**config.mk**
```make
export PLATFORM = sky130hd
export DESIGN_NAME = dns_name_label_encoder
export DESIGN_NICKNAME = d
export VERILOG_FILES = /design/src/design/dnle_pkg.sv /design/src/design/dnle_front.sv /design/src/design/dnle_queue.sv /design/src/design/dnle_back.sv /design/src/design/dns_name_label_encoder.sv
export SDC_FILE = /design/constraint.sdc
export NUM_CORES = 1
export LEC_CHECK = 0
export BUFFER_PORTS_ARGS = -buffer_cell sky130_fd_sc_hd__buf_2
export CORE_ASPECT_RATIO = 0.5
export CORE_UTILIZATION = 55
export DETAILED_ROUTE_END_ITERATION = 8
export PLACE_DENSITY_LB_ADDON = 0.1
export RECOVER_POWER = 25
export SYNTH_ARGS = -nofsm -noshare
export SYNTH_HDL_FRONTEND = slang
export SYNTH_SLANG_ARGS = --single-unit
```
**constraint.sdc**
```tcl
create_clock -name i_clk -period 5.9 [get_ports i_clk]
set_input_delay 0.59 -clock i_clk [delete_from_list [all_inputs] [get_ports i_clk]]
set_output_delay 0.59 -clock i_clk [all_outputs]
set_load 0.1 [all_outputs]
```
**src/design/dnle_pkg.sv**
```systemverilog
// Package for the DNS name label encoder.
// Holds the sizing constants, the status codes and the queue entry type.
// No dependencies.
package dnle_pkg;

    localparam int MAX_NAME_BYTES = 256;
    localparam int POS_W          = $clog2(MAX_NAME_BYTES + 2);
    localparam int CNT_W          = 6;
    localparam int LABEL_MAX      = 63;
    localparam int QDEPTH         = 4;
    localparam int QPTR_W         = $clog2(QDEPTH);
    localparam int QCNT_W         = $clog2(QDEPTH + 1);

    localparam logic [7:0] DOT_CHAR = 8'h2E;
    localparam logic [7:0] END_CHAR = 8'h00;

    typedef enum logic [1:0] {
        ST_OK         = 2'd0,
        ST_LABEL_LONG = 2'd1,
        ST_OVERFLOW   = 2'd2
    } t_status;

    // One queue entry: an optional data write followed by an optional root write.
    typedef struct packed {
        logic       has_data;
        logic [7:0] data_byte;
        logic [7:0] data_off;
        logic       has_root;
        logic [7:0] root_off;
        t_status    status;
        logic [8:0] enc_len;
    } t_cmd;

endpackage

```
**src/design/dnle_front.sv**
```systemverilog
// Front end of the DNS name label encoder: accepts characters and tracks labels.
// Produces one queue entry per character that causes writes. Uses dnle_pkg.
module dnle_front
    import dnle_pkg::*;
(
    input  logic       i_clk,
    input  logic       i_rst_n,
    input  logic       i_valid,
    input  logic [7:0] i_ch,
    input  logic       i_room,
    output logic       o_ready,
    output logic       o_push,
    output t_cmd       o_cmd
);

    localparam logic [POS_W-1:0] MAX_POS = POS_W'(MAX_NAME_BYTES);
    localparam logic [POS_W-1:0] POS_CAP = POS_W'(MAX_NAME_BYTES + 1);

    logic [POS_W-1:0] r_label_start, n_label_start;
    logic [POS_W-1:0] r_wr_pos, n_wr_pos;
    logic [CNT_W-1:0] r_label_count, n_label_count;
    t_status          r_err, n_err;

    logic             accept;

    function automatic logic [POS_W-1:0] pos_next(input logic [POS_W-1:0] p);
        pos_next = (p < POS_CAP) ? p + POS_W'(1) : POS_CAP;
    endfunction

    assign accept  = i_valid && i_room;
    assign o_ready = i_room;

    always_comb begin
        logic             data_req;
        logic [POS_W-1:0] data_pos;
        logic [POS_W-1:0] root;
        logic [POS_W:0]   len;
        t_status          err;

        n_label_start = r_label_start;
        n_wr_pos      = r_wr_pos;
        n_label_count = r_label_count;
        err           = r_err;
        data_req      = 1'b0;
        data_pos      = r_wr_pos;
        root          = r_label_start;
        len           = '0;
        o_cmd         = '0;
        o_cmd.status  = ST_OK;

        if (i_ch == END_CHAR) begin
            data_req        = (r_label_count != '0);
            data_pos        = r_label_start;
            o_cmd.data_byte = 8'(r_label_count);
        end else if (i_ch == DOT_CHAR) begin
            data_req        = 1'b1;
            data_pos        = r_label_start;
            o_cmd.data_byte = 8'(r_label_count);
            n_label_start   = r_wr_pos;
            n_wr_pos        = pos_next(r_wr_pos);
            n_label_count   = '0;
        end else begin
            if (r_label_count == CNT_W'(LABEL_MAX)) begin
                if (err == ST_OK) begin
                    err = ST_LABEL_LONG;
                end
            end else begin
                n_label_count = r_label_count + CNT_W'(1);
            end
            data_req        = 1'b1;
            data_pos        = r_wr_pos;
            o_cmd.data_byte = i_ch;
            n_wr_pos        = pos_next(r_wr_pos);
        end

        if (data_req && data_pos >= MAX_POS && err == ST_OK) begin
            err = ST_OVERFLOW;
        end
        o_cmd.has_data = data_req && (data_pos < MAX_POS);
        o_cmd.data_off = 8'(data_pos);

        if (i_ch == END_CHAR) begin
            root = data_req ? r_wr_pos : r_label_start;
            if (root >= MAX_POS) begin
                if (err == ST_OK) begin
                    err = ST_OVERFLOW;
                end
                root = MAX_POS - POS_W'(1);
            end
            len            = {1'b0, root} + (POS_W + 1)'(1);
            o_cmd.has_root = 1'b1;
            o_cmd.root_off = 8'(root);
            o_cmd.status   = err;
            o_cmd.enc_len  = 9'(len);
            n_label_start  = '0;
            n_wr_pos       = POS_W'(1);
            n_label_count  = '0;
            err            = ST_OK;
        end
        n_err = err;
    end

    assign o_push = accept && (o_cmd.has_data || o_cmd.has_root);

    always_ff @(posedge i_clk) begin
        if (!i_rst_n) begin
            r_label_start <= '0;
            r_wr_pos      <= POS_W'(1);
            r_label_count <= '0;
            r_err         <= ST_OK;
        end else if (accept) begin
            r_label_start <= n_label_start;
            r_wr_pos      <= n_wr_pos;
            r_label_count <= n_label_count;
            r_err         <= n_err;
        end
    end

endmodule

```
**src/design/dnle_queue.sv**
```systemverilog
// Short queue between the front and back ends of the DNS name label encoder.
// Holds pending write entries. Uses dnle_pkg.
module dnle_queue
    import dnle_pkg::*;
(
    input  logic i_clk,
    input  logic i_rst_n,
    input  logic i_push,
    input  t_cmd i_cmd,
    input  logic i_pop,
    output logic o_room,
    output logic o_valid,
    output t_cmd o_head
);

    t_cmd              r_mem [QDEPTH];
    logic [QPTR_W-1:0] r_wr_ptr;
    logic [QPTR_W-1:0] r_rd_ptr;
    logic [QCNT_W-1:0] r_count;

    assign o_room  = (r_count < QCNT_W'(QDEPTH));
    assign o_valid = (r_count != '0);
    assign o_head  = r_mem[r_rd_ptr];

    always_ff @(posedge i_clk) begin
        if (i_push) begin
            r_mem[r_wr_ptr] <= i_cmd;
        end
    end

    always_ff @(posedge i_clk) begin
        if (!i_rst_n) begin
            r_wr_ptr <= '0;
            r_rd_ptr <= '0;
            r_count  <= '0;
        end else begin
            if (i_push) begin
                r_wr_ptr <= r_wr_ptr + QPTR_W'(1);
            end
            if (i_pop) begin
                r_rd_ptr <= r_rd_ptr + QPTR_W'(1);
            end
            if (i_push && !i_pop) begin
                r_count <= r_count + QCNT_W'(1);
            end else if (!i_push && i_pop) begin
                r_count <= r_count - QCNT_W'(1);
            end
        end
    end

endmodule

```
**src/design/dnle_back.sv**
```systemverilog
// Back end of the DNS name label encoder: turns queue entries into output beats.
// Drives the registered output stage. Uses dnle_pkg.
module dnle_back
    import dnle_pkg::*;
(
    input  logic        i_clk,
    input  logic        i_rst_n,
    input  logic        i_valid,
    input  t_cmd        i_head,
    input  logic        i_out_ready,
    output logic        o_pop,
    output logic        o_out_valid,
    output logic [31:0] o_out_data,
    output logic        o_out_last
);

    logic       r_phase, n_phase;
    logic       r_valid;
    logic [7:0] r_byte, n_byte;
    logic [7:0] r_off, n_off;
    logic       r_last, n_last;
    t_status    r_status, n_status;
    logic [8:0] r_len, n_len;
    logic       load;

    assign load = i_valid && (!r_valid || i_out_ready);

    always_comb begin
        n_phase  = r_phase;
        o_pop    = 1'b0;
        n_byte   = i_head.data_byte;
        n_off    = i_head.data_off;
        n_last   = 1'b0;
        n_status = ST_OK;
        n_len    = '0;
        if (i_head.has_data && !r_phase) begin
            if (i_head.has_root) begin
                n_phase = 1'b1;
            end else begin
                o_pop = load;
            end
        end else begin
            n_byte   = '0;
            n_off    = i_head.root_off;
            n_last   = 1'b1;
            n_status = i_head.status;
            n_len    = i_head.enc_len;
            n_phase  = 1'b0;
            o_pop    = load;
        end
    end

    always_ff @(posedge i_clk) begin
        if (!i_rst_n) begin
            r_phase <= 1'b0;
            r_valid <= 1'b0;
        end else begin
            if (load) begin
                r_phase <= n_phase;
                r_valid <= 1'b1;
            end else if (i_out_ready) begin
                r_valid <= 1'b0;
            end
        end
    end

    always_ff @(posedge i_clk) begin
        if (load) begin
            r_byte   <= n_byte;
            r_off    <= n_off;
            r_last   <= n_last;
            r_status <= n_status;
            r_len    <= n_len;
        end
    end

    assign o_out_valid = r_valid;
    assign o_out_last  = r_last;
    assign o_out_data  = {5'b0, r_len, r_status, r_off, r_byte};

endmodule

```
**src/design/dns_name_label_encoder.sv**
```systemverilog
// Top level of the DNS name label encoder.
// Instantiates dnle_front, dnle_queue and dnle_back. Uses dnle_pkg.
//
// The block takes one hostname character per cycle while its queue has room and turns it
// into byte writes of the length-prefixed label form, each tagged with its offset in the
// encoded name. A terminator that closes a non-empty label yields two beats, and the
// output register issues one beat per cycle while m_axis_tready is high; the four-entry
// queue between the front and back ends absorbs the extra beat unless such names follow
// each other closely, in which case the input stalls. A character's beat passes through
// the queue and then the output register before it can be taken. The status and total
// length are valid on the beat that carries tlast.
module dns_name_label_encoder
    import dnle_pkg::*;
(
    input  logic        i_clk,
    input  logic        i_rst_n,
    input  logic        s_axis_tvalid,
    output logic        s_axis_tready,
    input  logic [7:0]  s_axis_tdata,   // [7:0] ch
    output logic        m_axis_tvalid,
    input  logic        m_axis_tready,
    output logic [31:0] m_axis_tdata,   // [7:0] out_byte, [15:8] offset, [17:16] status,
                                        // [26:18] encoded length, [31:27] zero
    output logic        m_axis_tlast
);

    logic room;
    logic push;
    logic pop;
    logic head_valid;
    t_cmd cmd;
    t_cmd head;

    dnle_front u_front (
        .i_clk   (i_clk),
        .i_rst_n (i_rst_n),
        .i_valid (s_axis_tvalid),
        .i_ch    (s_axis_tdata),
        .i_room  (room),
        .o_ready (s_axis_tready),
        .o_push  (push),
        .o_cmd   (cmd)
    );

    dnle_queue u_queue (
        .i_clk   (i_clk),
        .i_rst_n (i_rst_n),
        .i_push  (push),
        .i_cmd   (cmd),
        .i_pop   (pop),
        .o_room  (room),
        .o_valid (head_valid),
        .o_head  (head)
    );

    dnle_back u_back (
        .i_clk       (i_clk),
        .i_rst_n     (i_rst_n),
        .i_valid     (head_valid),
        .i_head      (head),
        .i_out_ready (m_axis_tready),
        .o_pop       (pop),
        .o_out_valid (m_axis_tvalid),
        .o_out_data  (m_axis_tdata),
        .o_out_last  (m_axis_tlast)
    );

    a_idle_after_reset: assert property (@(posedge i_clk)
        !i_rst_n |=> !m_axis_tvalid)
        else $error("output beat present straight after reset");

    a_data_beat_clean: assert property (@(posedge i_clk) disable iff (!i_rst_n)
        m_axis_tvalid && !m_axis_tlast |-> m_axis_tdata[31:16] == 16'd0)
        else $error("status or length set on a data beat");

    a_root_len: assert property (@(posedge i_clk) disable iff (!i_rst_n)
        m_axis_tvalid && m_axis_tlast |->
            m_axis_tdata[7:0] == 8'd0 &&
            m_axis_tdata[25:18] == 8'(m_axis_tdata[15:8] + 8'd1))
        else $error("root beat length does not follow its offset");

endmodule
```
==> results of run 1 <==
## synthesized netlist by cell type (3+ instances only)
cell / count
edfxtp_1: 176
nand2_1: 71
dfxtp_1: 37
nor2_1: 30
mux4_2: 29
o21ai_0: 22
and2_1: 21
clkbuf_1: 21
mux2i_1: 19
a21oi_1: 14
nor2b_1: 13
inv_1: 12
mux2_2: 12
xnor2_1: 11
buf_4: 10
a22o_1: 9
ha_1: 9
nand3_1: 7
and3_1: 6
buf_2: 5
nor3_1: 5
nand2b_1: 4
o211ai_1: 4
xor2_1: 4
a211oi_1: 3
nand4_1: 3
nor3b_2: 3
nor4_1: 3
## worst paths after layout
check,from,endpoint,slack [ns],depth (start not counted)
worst min register to register,u_front.r_err[1]$_SDFFE_PN0P_,u_front.r_err[1]$_SDFFE_PN0P_,0.49,2
worst max register to register,u_front.r_label_count[5]$_SDFFE_PN0P_,u_queue.r_mem[1][4]$_DFFE_PP_,2.09,10
worst max-delay path,s_axis_tdata[7],u_queue.r_mem[1][4]$_DFFE_PP_,1.45,11
worst min-delay path,m_axis_tready,u_back.o_out_valid$_SDFFE_PN0P_,0.41,4
## flip-flops by register name, summed over array words and instances (netlist names), named ones only
register and count:
u_front.r_label_start 9, u_back.r_status 2, u_back.r_byte 8, u_queue.r_wr_ptr 2, u_front.r_err 2, u_queue.r_mem 148, u_queue.r_count 3, u_back.o_out_valid 1
u_back.o_out_last 1, u_front.r_label_count 6, u_queue.r_rd_ptr 2, u_back.r_phase 1, u_back.r_off 8, u_front.r_wr_pos 9, u_back.r_len 9
## kinds of logic after synthesis
group / Yosys count / synth area share [%]
fa+ha+maj: 10 / 1.46
simple gates: 184 / 10.6
other cells: 1 / 0.0412
buf+inv: 54 / 3.05
mux: 61 / 10.9
xor+xnor: 15 / 1.44
flops: 213 / 66.1
compound gates: 79 / 6.35
## stage by stage
| stage | worst slack (ns) | cells | hold slack [ns] | power (mW) |
|---|---|---|---|---|
| detailed placement | 1.89 | 846 | 0.478 | 3.70 |
| finish | 1.45 | 880 | 0.414 | 4.79 |
| floorplan | 2.25 | 621 | 0.456 | 3.42 |
| global route | 1.02 | 880 | 0.414 | 5.01 |
| CTS | 2.27 | 880 | 0.362 | 4.86 |
| global placement | 2.01 | 846 | 0.471 | 3.69 |
## critical path: stages
cell	delay, ns
clkbuf_1	0.13
nor4_1	1.15
nand4_4	0.67
mux2i_2	0.77
nand2_1	0.11
ha_1	0.26
inv_1	0.06
a41oi_1	0.03
a21boi_1	0.26
a211o_1	0.32
a31oi_1	0.36
## placed cells by master, fill, tap and decap left out, types with 5 or more instances in the layout
master / synthesis / layout
clkinv_1: 0 / 7
edfxtp_1: 176 / 176
mux2i_1: 19 / 19
dfxtp_1: 37 / 35
nor2_1: 30 / 30
nand3_1: 7 / 7
mux2_2: 12 / 12
mux4_2: 29 / 29
ha_1: 9 / 9
o21ai_0: 22 / 22
and3_1: 6 / 7
clkbuf_16: 0 / 19
inv_1: 12 / 13
nor3_1: 5 / 5
nand2_1: 71 / 71
a22o_1: 9 / 9
and2_1: 21 / 17
a21oi_1: 14 / 14
xnor2_1: 11 / 11
clkbuf_1: 21 / 36
buf_2: 5 / 9
conb_1: 1 / 5
nor2b_1: 13 / 13
## layer usage
metal	global-route usage, %	wire [um]	vias up
met2	29.5	6990	155
met1	38.0	9410	2513
met3	4.44	1200	21
met4	3.96	250	0
met5	0	0	-
li1	-	-	2352
## power groups by stage
stage               clock, mW  sequential, mW  combinational, mW
floorplan                   0            2.77              0.652
global placement            0            2.02               1.67
detailed placement          0            2.03               1.68
CTS                      1.18            2.00               1.68
global route             1.25            2.02               1.74
finish                   1.16            2.00               1.64
## final cells by class
cell class	instances	area, sq um
Multi-Input combinational cell	354	2810
Inverter	13	48.8
Sequential cell	213	6030
Tap cell	221	277
Clock buffer	23	490
Fill cell	1203	5850
Timing Repair Buffer	45	195
Clock inverter	11	77.6
==> flow_metrics.tcl, run 1 <==
set metrics [dict create \
    grt_start_max_net_pins 46 \
    synth_flop_cell "edfxtp_1" \
    place.port_buffers 41 \
    critical_path_class "input pin to flop" \
    slew_viol_final 0 \
    antenna_found_initial 1 \
    seqPwrFrac_pct 41.6 \
    period_share_pct 75.5 \
    netlist_area_sq_um 9110 \
    outcome "finished, final reports clean" \
    drv_cap 0 \
    arrival_ns 4.71 \
    rsz0062_at_grt "false" \
    cts_buffers 19 \
    hold_viol 0 \
    comb_power_share_pct 34.1 \
    n_antenna_cell 0 \
    cts-resized-gates 0 \
    ys_warn_count 0 \
    avgRoutedWirePerCell_um 20.3 \
    synth_cells 617 \
    clk_path_buf_depth 3 \
    worstMarginPinSlew_ns 1.39 \
    finalCriticalPeriod_ns 4.45 \
    worstSkewPairLatency_ns 0.49 \
    finalNetCount 668 \
    coreArea_sq_um 15800 \
    fp.dieW_um 184 \
    leakage_nw 3.33 \
    cts_tree "built" \
    totalWireLength_um 17900 \
    switchingPower_mw 1.87 \
    drt_pre_antenna_iters 5 \
    skew_ns 0.0121 \
    p_clk_share_pct 24.2 \
    cts.sinks 213 \
    ys_top_cells_by_area "edfxtp_1 (58%), dfxtp_1 (8.1%), mux4_2 (7.2%)" \
    postCtsHoldBufs 0 \
    ys_ff_latch 213 \
    async_reset_ff_share_pct 0 \
    yosysTopAreaCellShare_pct 58.0 \
    endpoint_kind "flop" \
    drive_gt1_share_pct 15.6 \
    start_util_pct 57.7 \
    ir_worst_vdd_mv 0.308 \
    cp-start-kind "input pin" \
    setup_viol 0 \
    area_delta_synth_final_pct 9.00 \
    power_density_nw_per_um2 483 \
    vias 5041 \
    cp.required_ns 6.16 \
    postRouteAntennaNets 0 \
    num_rows 32 \
    post_cts_buffers 0 \
    synth_edf_count 176 \
    grt_use_total_pct 22.4 \
    drc 0 \
    htree_levels 1 \
    crit_path_max_fanout 24 \
    clk_pin_slew_ns 0.06 \
    viasPerCell 5.73 \
    io_pins 47 \
    die_area_sq_um 17100 \
    gp_congestion 0.842 \
    relSlewSlack_pct 7.22 \
    final_core_util_pct 62.9 \
    grt_pass1_vias 4840 \
    grt_pass1_wl_um 28200 \
    fin_area_sq_um 9930 \
    fmax_ghz 0.225 \
    cts-root-buf "clkbuf_16" \
    seq_area_frac_synth_pct 66.1 \
    die_h_um 93.0 \
    p_int_mw 2.92 \
    hp-class "input pin to flop" \
    yosysTopAreaCell "edfxtp_1" \
    place_area_sq_um 9430 \
    hpwl_um 11100 \
    tns_ns 0 \
    overflow 0 \
    drt_iter0_markers 544 \
    netSwitchingFraction_pct 39.0 \
    postSynthAreaPerCell_sq_um 14.8 \
    synth_cell_types 66 \
]
Note: power is estimated with default switching activity, not from simulation.
==> run 2, diff against run 1 <==
==> constraint.sdc (replaced) <==
create_clock -name i_clk -period 3.9 [get_ports i_clk]
set_input_delay 0.39 -clock i_clk [delete_from_list [all_inputs] [get_ports i_clk]]
set_output_delay 0.39 -clock i_clk [all_outputs]
set_load 0.1 [all_outputs]
==> run 2 against run 1 <==
  * The run now ends with capacitance limit, slew limit left
  * Worst setup slack worse by 0.56 ns
  * Highest routed layer unchanged
  * First-iteration DRC count is 2.4% lower
  * Combinational power is 52% higher
  * Critical endpoint is now u_queue.r_mem[2][4]$_DFFE_PP_
  * Global-route usage is 0.10 points lower
  * Largest cell class unchanged
  * Non-clock buffer count is 9 higher
  * Clock-buffer cell count is 2 lower
  * Cell area is 1.2% higher
  * Via count is 0.75% higher
  * Clock power is 53% higher
==> flow_metrics.tcl, run 2 (synthesized netlist as in run 1, its figures left out) <==
set metrics [dict create \
    outcome "complete, but fails checks" \
    violations "capacitance limit, slew limit" \
    reg2reg_to "u_queue.r_mem[2][4]$_DFFE_PP_" \
    largest_reg_flops 148 \
    postRouteAntennaNets 0 \
    most-common-layout-cells "edfxtp_1 (176), nand2_1 (71), dfxtp_1 (35)" \
    rsz0062_at_grt "false" \
    worstSkewPairLatency_ns 0.50 \
    arrival_ns 3.30 \
    vias 5079 \
    avgRoutedWirePerCell_um 20.2 \
    tns_ns 0 \
    postCtsHoldBufs 0 \
    grt_pass1_wl_um 28200 \
    hp-class "input pin to flop" \
    min_from "m_axis_tready" \
    hold_viol 0 \
    slowest_stage "nor3_1" \
    post_cts_buffers 0 \
    antenna_found_initial 1 \
    top_register "u_queue.r_mem" \
    crit_cells 10 \
    period_share_pct 77.3 \
    fp.dieW_um 184 \
    die_area_sq_um 17100 \
    path_cells "nor3_1 -> nand4_4 -> mux2i_2 -> nand2_1 -> ha_1 -> inv_1 -> a41oi_1 -> a21boi_1 -> o211ai_1 -> a31oi_1" \
    total_power_mw 7.29 \
    drc 0 \
    r2r-start "u_front.r_label_count[5]$_SDFFE_PN0P_" \
    endpoint_kind "flop" \
    cp-start-kind "flop" \
    place.port_buffers 41 \
    viasPerCell 5.71 \
    finalCriticalPeriod_ns 3.02 \
    crit_path_max_fanout 6 \
    overflow 0 \
    die_h_um 93.0 \
    crit_family "compound AO/OA/AOI/OAI gates" \
    area_delta_synth_final_pct 10.3 \
    timing.hold.ws_ns 0.202 \
    cts_tree "built" \
    cpPeakStageDelay_ns 0.61 \
    reg2regPathDepth 10 \
    ir_worst_vdd_mv 0.435 \
    htree_levels 1 \
    setup_viol 0 \
    grt_pass1_vias 4877 \
    drive_gt1_share_pct 18.6 \
    worstMarginPinSlew_ns 1.79 \
    worst_hold_path.num_cells 4 \
    leakage_nw 3.40 \
    skew_ns 0.0173 \
    drt_iter0_markers 531 \
    num_rows 32 \
    power_density_nw_per_um2 726 \
    r2r_slack_ns 0.88 \
    fmax_ghz 0.332 \
    slew_viol_final 30 \
    cts-root-buf "clkbuf_16" \
    cp.required_ns 4.18 \
    grt_start_max_net_pins 44 \
    cts_buffers 19 \
    clk_path_buf_depth 3 \
    drt_pre_antenna_iters 5 \
    cts.sinks 213 \
    io_pins 47 \
    coreArea_sq_um 15800 \
    n_antenna_cell 0 \
    start_util_pct 57.7 \
    drv_cap 1 \
    gp_congestion 0.828 \
    totalWireLength_um 17900 \
    fillers 1187 \
    cts-resized-gates 0 \
    grt_use_total_pct 22.3 \
    critical_path_class "flop to flop" \
    layout_commonest_cell "edfxtp_1" \
    relSlewSlack_pct -19.0 \
    hold_end "u_back.o_out_valid$_SDFFE_PN0P_" \
    hpwl_um 11100 \
    crit_buf_inv 1 \
    clk_pin_slew_ns 0.07 \
    finalNetCount 677 \
]
-- run 2: how the worst max path moves through the flow --
stage / startpoint / endpoint / slack (ns)
floorplan: u_back.o_out_valid$_SDFFE_PN0P_ / u_queue.r_count[2]$_SDFFE_PN0P_ / 0.25
global placement: s_axis_tdata[1] / u_queue.r_mem[0][4]$_DFFE_PP_ / 0.89
detailed placement: s_axis_tdata[1] / u_queue.r_mem[0][4]$_DFFE_PP_ / 0.76
CTS: u_front.r_label_count[5]$_SDFFE_PN0P_ / u_queue.r_mem[3][4]$_DFFE_PP_ / 0.91
global route: u_front.r_label_count[5]$_SDFFE_PN0P_ / u_queue.r_mem[2][4]$_DFFE_PP_ / 0.58
finish: u_front.r_label_count[5]$_SDFFE_PN0P_ / u_queue.r_mem[2][4]$_DFFE_PP_ / 0.88
-- run 2: where the power goes --
part	internal, mW	switching, mW	total (mW)
Sequential	2.91	0.109	3.02
Clock	0.968	0.811	1.78
Combinational	0.567	1.92	2.49
-- run 2: final cells by class --
type                            count  area [sq um]  area share, %
Multi-Input combinational cell    354          2840           28.3
Sequential cell                   213          6030           60.0
Clock inverter                     13          98.8          0.984
Inverter                           13          48.8          0.486
Clock buffer                       21           483           4.81
Timing Repair Buffer               54           274           2.73
Tap cell                          221           277           2.75
-- run 2: per-layer routing --
metal / vias to the layer above / track usage (%) / wire [um]
met4: 0 / 4.10 / 244
met1: 2524 / 36.5 / 9070
li1: 2356 / - / -
met2: 179 / 31.7 / 7440
met5: - / 0 / 0
met3: 20 / 3.50 / 1180
-- run 2: per-stage QoR --
step                      area (sq um)  setup WS [ns]  instances  utilization (%)
after floorplan                   9130          0.247        621                -
after global placement            9510          0.889        855             60.3
after detailed placement          9510          0.762        855             60.3
after CTS                        10100          0.908        889             64.0
after global routing             10000          0.580        889             63.7
final                            10000          0.884        889             63.7
-- run 2: tightest hold or removal path, delay by kind of cell --
| kind | cells | cell delay (ns) |
|---|---|---|
| AO/OA/AOI/OAI | 1 | 0.06 |
| buffers and inverters | 2 | 0.13 |
| AND/OR/NAND/NOR | 1 | 0.06 |
==> run 3, diff against run 2 <==
==> constraint.sdc (replaced) <==
create_clock -name i_clk -period 2.9 [get_ports i_clk]
set_input_delay 0.29 -clock i_clk [delete_from_list [all_inputs] [get_ports i_clk]]
set_output_delay 0.29 -clock i_clk [all_outputs]
set_load 0.1 [all_outputs]
==> run 3 against run 2 <==
  * The flow now finishes without violations
  * Core utilization grew 0.82 points
  * Sequential cell count is the same
  * Global-route usage grew 0.42 points
  * Largest power group unchanged
==> flow_metrics.tcl, run 3 (synthesized netlist as in run 1, its figures left out) <==
set metrics [dict create \
    outcome "finished, final reports clean" \
    viasPerCell 5.77 \
    worstSkewPairLatency_ns 0.49 \
    die_h_um 93.0 \
    drt_iter0_markers 464 \
    setup_viol 0 \
    vias 5205 \
    hpwl_um 11700 \
    arrival_ns 2.98 \
    antenna_found_initial 0 \
    post_cts_buffers 0 \
    area_delta_synth_final_pct 11.7 \
    cts_tree "built" \
    overflow 0 \
    grt_pass1_wl_um 28700 \
    fin_area_sq_um 10200 \
    leakage_nw 3.52 \
    postRouteAntennaNets 0 \
    drt_pre_antenna_iters 5 \
    die_area_sq_um 17100 \
    top_register "u_queue.r_mem" \
    finalCriticalPeriod_ns 2.67 \
    reg2reg_to "u_queue.r_mem[1][4]$_DFFE_PP_" \
    cts-root-buf "clkbuf_16" \
    cp-start-kind "flop" \
    drv_cap 0 \
    crit_start "u_front.r_label_count[1]$_SDFFE_PN0P_" \
    clk_pin_slew_ns 0.06 \
    cp.required_ns 3.20 \
    reg2regPathDepth 12 \
    drive_gt1_share_pct 22.0 \
    skew_ns 0.0170 \
    ir_worst_vdd_mv 0.533 \
    tns_ns 0 \
    power_density_nw_per_um2 972 \
    relSlewSlack_pct 21.1 \
    rsz0062_at_grt "false" \
    fp.dieW_um 184 \
    coreArea_sq_um 15800 \
    cts.sinks 213 \
    place.port_buffers 41 \
    largest_reg_flops 148 \
    start_util_pct 57.7 \
    period_share_pct 92.2 \
    place_area_sq_um 9620 \
    critical_path_class "flop to flop" \
    fmax_ghz 0.374 \
    grt_pass1_vias 4959 \
    worst_hold_path.num_cells 4 \
    io_pins 47 \
    pre_cts_slack_ns 0.0870 \
    timing.final.ws_setup_ns 0.227 \
    finalNetCount 690 \
    totalWireLength_um 18400 \
    layout_commonest_cell "edfxtp_1" \
    avgRoutedWirePerCell_um 20.4 \
    r2r-start "u_front.r_label_count[1]$_SDFFE_PN0P_" \
    worstMarginPinSlew_ns 1.19 \
    cts_buffers 19 \
    crit_path_max_fanout 5 \
    grt_use_total_pct 22.8 \
    most-common-layout-cells "edfxtp_1 (176), nand2_1 (71), dfxtp_1 (34)" \
    htree_levels 1 \
    clk_path_buf_depth 3 \
    n_antenna_cell 0 \
    hold_viol 0 \
    total_power_mw 9.89 \
    slew_viol_final 0 \
    drc 0 \
    num_rows 32 \
    endpoint_kind "flop" \
    grt_start_max_net_pins 45 \
    r2r_slack_ns 0.23 \
    gp_congestion 0.843 \
    hp-class "input pin to flop" \
    critPathCapture "u_queue.r_mem[1][4]$_DFFE_PP_" \
]
[run 3: worst max-delay path: stages, from the launching register on]
cell,delay [ns]
dfxtp_1,0.33
inv_1,0.10
ha_1,0.18
nor2b_1,0.26
nand4_4,0.18
mux2i_2,0.30
nand2_1,0.10
ha_1,0.24
inv_1,0.06
a41oi_1,0.04
a21boi_4,0.18
a211o_1,0.30
a31oi_2,0.23
[run 3: stage by stage]
stage          hold slack [ns]  cells  util [%]
2_1_floorplan            0.456    621         -
3_3_place_gp             0.476    868      61.0
3_5_place_dp             0.479    868      61.0
4_1_cts                 0.0620    902      64.6
5_1_grt                  0.122    902      64.5
6_report                 0.113    902      64.5
[run 3: metal layers]
layer / vias up / wire (um) / part of all wire [%] / track usage [%]
met4: 0 / 224 / 1.2 / 4.24
met5: - / 0 / 0 / 0
met3: 23 / 1270 / 6.9 / 4.01
met2: 170 / 7790 / 42 / 32.5
met1: 2615 / 9120 / 50 / 36.6
li1: 2397 / - / - / -
[run 3: how the worst min path moves through the flow]
stage                                             start                               to
after floorplan           u_front.r_err[1]$_SDFFE_PN0P_    u_front.r_err[1]$_SDFFE_PN0P_
after global placement      u_back.r_phase$_SDFFE_PN0P_      u_back.r_phase$_SDFFE_PN0P_
after detailed placement  u_front.r_err[1]$_SDFFE_PN0P_    u_front.r_err[1]$_SDFFE_PN0P_
after CTS                               s_axis_tdata[7]   u_queue.r_mem[0][35]$_DFFE_PP_
after global routing                      m_axis_tready  u_back.o_out_valid$_SDFFE_PN0P_
final                                     m_axis_tready  u_back.o_out_valid$_SDFFE_PN0P_
[run 3: final cells by class]
cell class                      count  area (sq um)
Fill cell                        1177          5600
Clock buffer                       25           498
Multi-Input combinational cell    354          2860
Inverter                           13          48.8
Sequential cell                   213          6030
Timing Repair Buffer               67           394
Tap cell                          221           277
Clock inverter                      9          75.1
[run 3: where the power goes]
group	internal (mW)	total, mW	switching, mW
registers	3.91	4.06	0.151
logic	0.840	3.45	2.61
clock network	1.31	2.37	1.06
[run 3: timing repair]
action,4_1_cts,5_1_grt
hold buffers,0,0
resized for setup,0,3
endpoints found under the setup margin,0,12
